<file path="config.mk">
export PLATFORM = sky130hd
export DESIGN_NAME = hdf_ctrl
export DESIGN_NICKNAME = d
export VERILOG_FILES = /design/src/rtl/core/hdf_pkg.sv /design/src/rtl/core/hdf_ctrl.sv
export SDC_FILE = /design/constraint.sdc
export NUM_CORES = 1
export LEC_CHECK = 0
export ABC_AREA = 1
export BUFFER_PORTS_ARGS = -buffer_cell sky130_fd_sc_hd__buf_4
export CAP_MARGIN = 25
export CORE_AREA = 2 2 39 41
export DETAILED_ROUTE_END_ITERATION = 7
export DIE_AREA = 0 0 41 43
export PLACE_DENSITY = 0.89
export SETUP_SLACK_MARGIN = 0.2
export SLEW_MARGIN = 40
export SYNTH_ARGS = -nofsm -noshare
export SYNTH_HDL_FRONTEND = slang
export SYNTH_SLANG_ARGS = --single-unit
export TNS_END_PERCENT = 5
</file>
<file path="constraint.sdc">
create_clock -name aclk -period 2.7 [get_ports aclk]
set_clock_uncertainty 0.05 [all_clocks]
set_input_delay 0.27 -clock aclk [delete_from_list [all_inputs] [get_ports aclk]]
set_output_delay 0.27 -clock aclk [all_outputs]
set_load 0.05 [all_outputs]
</file>
<file path="src/rtl/core/hdf_pkg.sv">
`default_nettype none
package hdf_pkg;

    // configuration register indexes
    localparam logic [2:0] REG_TRUST    = 3'd0;
    localparam logic [2:0] REG_SIZE_MIN = 3'd1;
    localparam logic [2:0] REG_SIZE_MAX = 3'd2;
    localparam logic [2:0] REG_FOCAL_X  = 3'd3;
    localparam logic [2:0] REG_FOCAL_Y  = 3'd4;
    localparam logic [2:0] REG_ALPHA    = 3'd5;

    // depth source codes
    localparam logic [1:0] MODE_INIT   = 2'd0;
    localparam logic [1:0] MODE_SENSOR = 2'd1;
    localparam logic [1:0] MODE_VISUAL = 2'd2;
    localparam logic [1:0] MODE_HOLD   = 2'd3;

    localparam logic [19:0] SIZE_DEFAULT_UM = 20'd80000;
    localparam logic [15:0] START_MIN_MM    = 16'd100;
    localparam logic [13:0] UM_PER_Q4       = 14'd16000;

    // divider operand selects
    typedef enum logic [2:0] {
        DIV_START_W,
        DIV_START_H,
        DIV_VIS,
        DIV_CUR_W,
        DIV_CUR_H,
        DIV_AVG_W,
        DIV_AVG_H
    } div_sel_t;

    typedef enum logic [3:0] {
        ST_IDLE,
        ST_START,
        ST_START_W,
        ST_START_H,
        ST_VIS,
        ST_CHOOSE,
        ST_CUR_W,
        ST_CUR_H,
        ST_AVG_W,
        ST_AVG_H,
        ST_AVG_LAST,
        ST_FILTER,
        ST_OUT
    } state_t;

    // controller to datapath commands
    typedef struct packed {
        logic     load;
        logic     init;
        logic     div_go;
        div_sel_t div_sel;
        logic     wr_start_w;
        logic     wr_start_h;
        logic     wr_vis;
        logic     choose;
        logic     wr_cur_w;
        logic     wr_cur_h;
        logic     wr_avg_w;
        logic     wr_avg_h;
        logic     filt;
        logic     out_inactive;
        logic     out_load;
    } hdf_cmd_t;

    // datapath to controller status
    typedef struct packed {
        logic div_done;
        logic is_start;
        logic start_bad;
        logic start_learn;
        logic active;
        logic vis_ok;
        logic sensor_sel;
        logic learn_fy_ok;
        logic cur_w_ok;
    } hdf_stat_t;

endpackage
`default_nettype wire

</file>
<file path="src/rtl/core/hdf_ctrl.sv">
`default_nettype none
module hdf_ctrl (
    input  wire logic              aclk,
    input  wire logic              aresetn,
    input  wire logic              in_fire,
    input  wire logic              out_free,
    input  wire hdf_pkg::hdf_stat_t st,
    output hdf_pkg::hdf_cmd_t      cmd,
    output logic                   busy
);
    hdf_pkg::state_t state_reg, state_next;

    always_ff @(posedge aclk) begin
        if (!aresetn) state_reg <= hdf_pkg::ST_IDLE;
        else          state_reg <= state_next;
    end

    // sequencing of one item
    always_comb begin
        state_next = state_reg;
        cmd        = '0;
        cmd.div_sel = hdf_pkg::DIV_VIS;
        unique case (state_reg)
            hdf_pkg::ST_IDLE: begin
                if (in_fire) begin
                    cmd.load   = 1'b1;
                    state_next = hdf_pkg::ST_START;
                end
            end
            hdf_pkg::ST_START: begin
                if (st.is_start) begin
                    cmd.init = 1'b1;
                    if (st.start_bad) state_next = hdf_pkg::ST_OUT;
                    else if (st.start_learn) begin
                        cmd.div_go  = 1'b1;
                        cmd.div_sel = hdf_pkg::DIV_START_W;
                        state_next  = hdf_pkg::ST_START_W;
                    end else state_next = hdf_pkg::ST_VIS;
                end else if (!st.active) begin
                    cmd.out_inactive = 1'b1;
                    state_next       = hdf_pkg::ST_OUT;
                end else state_next = hdf_pkg::ST_VIS;
            end
            hdf_pkg::ST_START_W: begin
                cmd.div_sel = hdf_pkg::DIV_START_W;
                if (st.div_done) begin
                    cmd.wr_start_w = 1'b1;
                    cmd.div_go     = 1'b1;
                    cmd.div_sel    = hdf_pkg::DIV_START_H;
                    state_next     = hdf_pkg::ST_START_H;
                end
            end
            hdf_pkg::ST_START_H: begin
                cmd.div_sel = hdf_pkg::DIV_START_H;
                if (st.div_done) begin
                    cmd.wr_start_h = 1'b1;
                    state_next     = hdf_pkg::ST_VIS;
                end
            end
            hdf_pkg::ST_VIS: begin
                if (st.vis_ok) begin
                    cmd.div_go = 1'b1;
                    state_next = hdf_pkg::ST_CHOOSE;
                end else state_next = hdf_pkg::ST_CHOOSE;
            end
            hdf_pkg::ST_CHOOSE: begin
                // store the visual depth, then learn only on a trusted sensor depth
                if (!st.vis_ok || st.div_done) begin
                    cmd.wr_vis = st.vis_ok;
                    if (st.sensor_sel && st.learn_fy_ok) begin
                        cmd.div_go  = 1'b1;
                        cmd.div_sel = hdf_pkg::DIV_CUR_W;
                        state_next  = hdf_pkg::ST_CUR_W;
                    end else state_next = hdf_pkg::ST_FILTER;
                end
            end
            hdf_pkg::ST_CUR_W: begin
                cmd.div_sel = hdf_pkg::DIV_CUR_W;
                if (st.div_done) begin
                    cmd.wr_cur_w = 1'b1;
                    cmd.div_go   = 1'b1;
                    cmd.div_sel  = hdf_pkg::DIV_CUR_H;
                    state_next   = hdf_pkg::ST_CUR_H;
                end
            end
            hdf_pkg::ST_CUR_H: begin
                cmd.div_sel = hdf_pkg::DIV_CUR_H;
                if (st.div_done) begin
                    cmd.wr_cur_h = 1'b1;
                    state_next   = hdf_pkg::ST_AVG_W;
                end
            end
            hdf_pkg::ST_AVG_W: begin
                cmd.div_sel = hdf_pkg::DIV_AVG_W;
                if (!st.cur_w_ok) state_next = hdf_pkg::ST_FILTER;
                else begin
                    cmd.div_go = 1'b1;
                    state_next = hdf_pkg::ST_AVG_H;
                end
            end
            hdf_pkg::ST_AVG_H: begin
                cmd.div_sel = hdf_pkg::DIV_AVG_W;
                if (st.div_done) begin
                    cmd.wr_avg_w = 1'b1;
                    cmd.div_go   = 1'b1;
                    cmd.div_sel  = hdf_pkg::DIV_AVG_H;
                    state_next   = hdf_pkg::ST_AVG_LAST;
                end
            end
            hdf_pkg::ST_AVG_LAST: begin
                cmd.div_sel = hdf_pkg::DIV_AVG_H;
                if (st.div_done) begin
                    cmd.wr_avg_h = 1'b1;
                    state_next   = hdf_pkg::ST_FILTER;
                end
            end
            hdf_pkg::ST_FILTER: begin
                cmd.choose = 1'b1;
                cmd.filt   = 1'b1;
                state_next = hdf_pkg::ST_OUT;
            end
            hdf_pkg::ST_OUT: begin
                if (out_free) begin
                    cmd.out_load = 1'b1;
                    state_next   = hdf_pkg::ST_IDLE;
                end
            end
            default: state_next = hdf_pkg::ST_IDLE;
        endcase
    end

    assign busy = (state_reg != hdf_pkg::ST_IDLE);
endmodule
`default_nettype wire

</file>
; Word-level counts from Yosys, hierarchy flattened
; Index checks and enable logic that the tools add are counted.
[op_classes]
add_sub_neg = 0
n_mul = 0
n_div = 0
n_lt_le_gt_ge = 0
eq_ne = 21
n_shift = 0
mux = 46
bitwise_logic = 0
n_reduce_logical = 6
[op_table]
columns = cell, n
row1 = 4-bit 2-to-1 mux, 19
row2 = 4-bit case mux with 13 select lines, 1
row3 = 3-bit case mux with 9 select lines, 1
row4 = 4-bit equality test (second input constant), 5
row5 = 1-bit 2-to-1 mux, 20
row6 = 2-bit != test (second input constant), 9
row7 = 4-bit by 3-bit equality test with 1-bit output (second input constant), 4
row8 = 5-bit 2-to-1 mux, 2
row9 = 9-bit AND reduction, 1
row10 = 4-bit by 2-bit equality test with 1-bit output (second input constant), 2
row11 = 1-bit case mux with 7 select lines, 1
row12 = 4-bit by 1-bit equality test with 1-bit output (second input constant), 1
row13 = 4-bit logical NOT, 1
row14 = 4-bit nonzero test, 1
row15 = 3-bit 2-to-1 mux, 1
row16 = 2-bit 2-to-1 mux, 1
row17 = 1-bit logical AND, 1
row18 = 1-bit logical NOT, 1
row19 = 1-bit logical OR, 1
[word_totals]
ff_bits = 4
latchBits = 0
mem_bits_rw = 0
mem_bits_ro = 0
inputBits = 13
output_inout_bits = 18
word_cells = 74
n_memories = 0

; Depth between registers and ports, before layout
[logic_depth]
ltp_word = 4
ltp_mapped = 10
mapped_depth_nobuf = 10

; Least setup slack after synthesis
; Ideal clock, no wire load.
[synth_path]
path_type = flip-flop to output port
start = register state_reg[3]
end = output port cmd[8] (netlist name)
t_arrival_ps = 2071
slack_ps = 309
path_stages_with_launch = 4
n_path_buf = 0
path_cell_list = dfxtp_1 -> inv_2 -> nand2_1 -> nor4_1
[synth_rtl]
columns = item, line
row1 = from (decl), hdf_ctrl.sv:11  ; hdf_pkg::state_t state_reg, state_next;
row2 = from (signal assigned), hdf_ctrl.sv:14  ; if (!aresetn) state_reg <= hdf_pkg::ST_IDLE;
row3 = from (signal assigned), hdf_ctrl.sv:15  ; else state_reg <= state_next;
row4 = to (decl), hdf_ctrl.sv:8  ; output hdf_pkg::hdf_cmd_t cmd,

==> results.cfg <==
[clock_tree]
path_clk_slew_ps = 40
ctsLongestPathBuffers = 2
cts_hold_buffers = 0
cts_max_level = 1
cts-buffers-inserted = 3
insertion_delay_ps = 240
root_buffer = clkbuf_4
cts.sinks = 4
ctsResizeCount = 0
cts_tree = done
cts_setup_buffers = 0

[global_routing]
grt_max_degree = 9
grt_pass1_vias = 706
antenna_found_initial = 0
grt_pass1_wl_mm = 2.766
grtUsageTotal_pct = 22.39
grt_overflow = 0

[die]
die_height_um = 43
start_util_pct = 43.22
fp.dieW_um = 41
ios = 31
die_area_um2 = 1763
core_um2 = 1384
fp-row-count = 14

[yosys]
ys_seq_area_share_pct = 13.39
synth_seq_cells = 4
synthCells = 112
synth_top_area_share_pct = 13.81
synthMuxAreaShare_pct = 0
syn_nets = 125
synth-compound-area-share_pct = 7.322
synth_xor_area_share_pct = 0
yosys_warnings = 0
synth_area_leaders = nand2_1 (14%), nor2_1 (14%), dfxtp_1 (13%), nand3_1 (8.4%), nor3_1 (6.7%)
synth_fa_ha_area_share_pct = 0
ys_types = 24
synth_top_family_by_area = simple AND/OR/NAND/NOR gates
synth.largest_area_cell = nand2_1
synth-simple-area-share_pct = 66.11
syn_avg_cell_area_um2 = 5.340
syn_area_um2 = 598.1

[timing]
worstMarginPinSlew_ps = 314.1
setup_tns_ps = 0
maxSlewViolCount = 0
rsz0062_at_grt = false
setup_viol = 0
finalCriticalPeriod_ps = 2120
maxSlewHeadroom_pct = 78.87
period_share_pct = 78.52
hold_slack_ps = 228.3
max_freq_mhz = 471.7
hold_viol = 0

[finish]
layout_common_cells = buf_4 (30), nand2_1 (22), nor2_1 (22)
final_common_cell = buf_4
layout.nets = 158
syn2layout_area_growth_pct = 41.63
diodes = 0
fin_util_pct = 61.21
drive_above_1_share_pct = 35.66
largest_reg_flops = 4

[status]
outcome = complete, no violations

[critical_path]
criticalPathCategory = register to output pin
slowest_stage = dfxtp_1
critical_path.cell_chain = inv_2, nor2_2, nand2_2, or2_0, o21ai_0, nor2_1, nand4_1, buf_4
rr_startpoint = state_reg[0]$_SDFFE_PN0P_
worst-r2r-setup-slack_ps = 1190
cp_max_fo = 8
slowest_delay_ps = 500
cp-end-kind = output pin
required_ps = 2380
cp-startpoint = state_reg[0]$_SDFFE_PN0P_
start_kind = register
arrival_ps = 1800

[routing]
wl_mm = 1.779
drt-wirelength-per-cell_um = 11.19
postRouteAntennaNets = 0
drt_iter0_drc = 46
drt_pass1_iterations = 5
via_count = 847
remaining_drc_errors = 0
vias_per_cell = 5.327

[worst_hold_path]
hold_class = primary input to register
min_from = aresetn

[power_and_ir_drop]
peakVddDrop_v = 0.0006222
p_leak_nw = 0.4678
finalPower_mw = 0.9392
powerDensity_nw_per_um2 = 1109

[placed_design]
dp_hpwl_mm = 1.458
place_congestion = 0.9278
port_buffers = 30

[flow_run]
maxCapViolCount = 0
-- cell type report --
type | count | area [um2]
Sequential cell | 4 | 80.08
Multi-Input combinational cell | 90 | 439.2
Tap cell | 16 | 20.02
Inverter | 16 | 60.06
Fill cell | 137 | 536.8
Clock buffer | 3 | 22.52
Timing Repair Buffer | 30 | 225.2
-- worst paths after layout --
check,endpoint,cells past startpoint
min reg2reg,state_reg[1]$_SDFFE_PN0P_,4
max reg2reg,state_reg[1]$_SDFFE_PN0P_,7
max,cmd[14],8
min,state_reg[2]$_SDFFE_PN0P_,3
-- layer usage --
| metal | global-route usage, % | vias up | part of all wire (%) |
|---|---|---|---|
| met1 | 27.65 | 360 | 42 |
| met2 | 35.94 | 55 | 47 |
| li1 | - | 426 | - |
| met3 | 7.853 | 6 | 9.2 |
| met4 | 4.667 | 0 | 0.90 |
| met5 | 0 | - | 0 |
-- power by group --
part	internal, mW	switching [mW]	total (mW)
registers	0.0822	0.0429	0.125
logic	0.217	0.523	0.739
clock network	0.0498	0.0249	0.0746
-- cell usage after synthesis (all sizes together) --
| library cell | count |
|---|---|
| inv | 16 |
| a21oi | 3 |
| nand3 | 11 |
| nand2 | 26 |
| o211ai | 1 |
| nand4 | 2 |
| o21ai | 3 |
| nor4 | 2 |
| or3 | 1 |
| buf | 2 |
| nor3 | 8 |
| o22ai | 1 |
| dfxtp | 4 |
| or2 | 2 |
| nand3b | 1 |
| nor2 | 29 |
-- per-stage QoR --
step / cell area (um2) / setup slack (ps) / cells
final: 847.1 / 580.0 / 159
after global routing: 847.1 / 450.7 / 159
after CTS: 847.1 / 607.2 / 159
after detailed placement: 824.5 / 872.3 / 156
after global placement: 824.5 / 859.9 / 156
after floorplan: 598.1 / 308.7 / 112
-- worst max-delay path, delay by kind of cell (launching register included) --
| kind | cells | cell delay (ps) |
|---|---|---|
| flip-flops | 1 | 500 |
| buffers and inverters | 2 | 300 |
| AO/OA/AOI/OAI | 1 | 80 |
| AND/OR/NAND/NOR | 5 | 700 |
-- logic make-up after synthesis --
| family | after synthesis |
|---|---|
| simple gates | 82 |
| buf+inv | 18 |
| compound gates | 8 |
| flops | 4 |
Power figures use the tool's default switching activity.
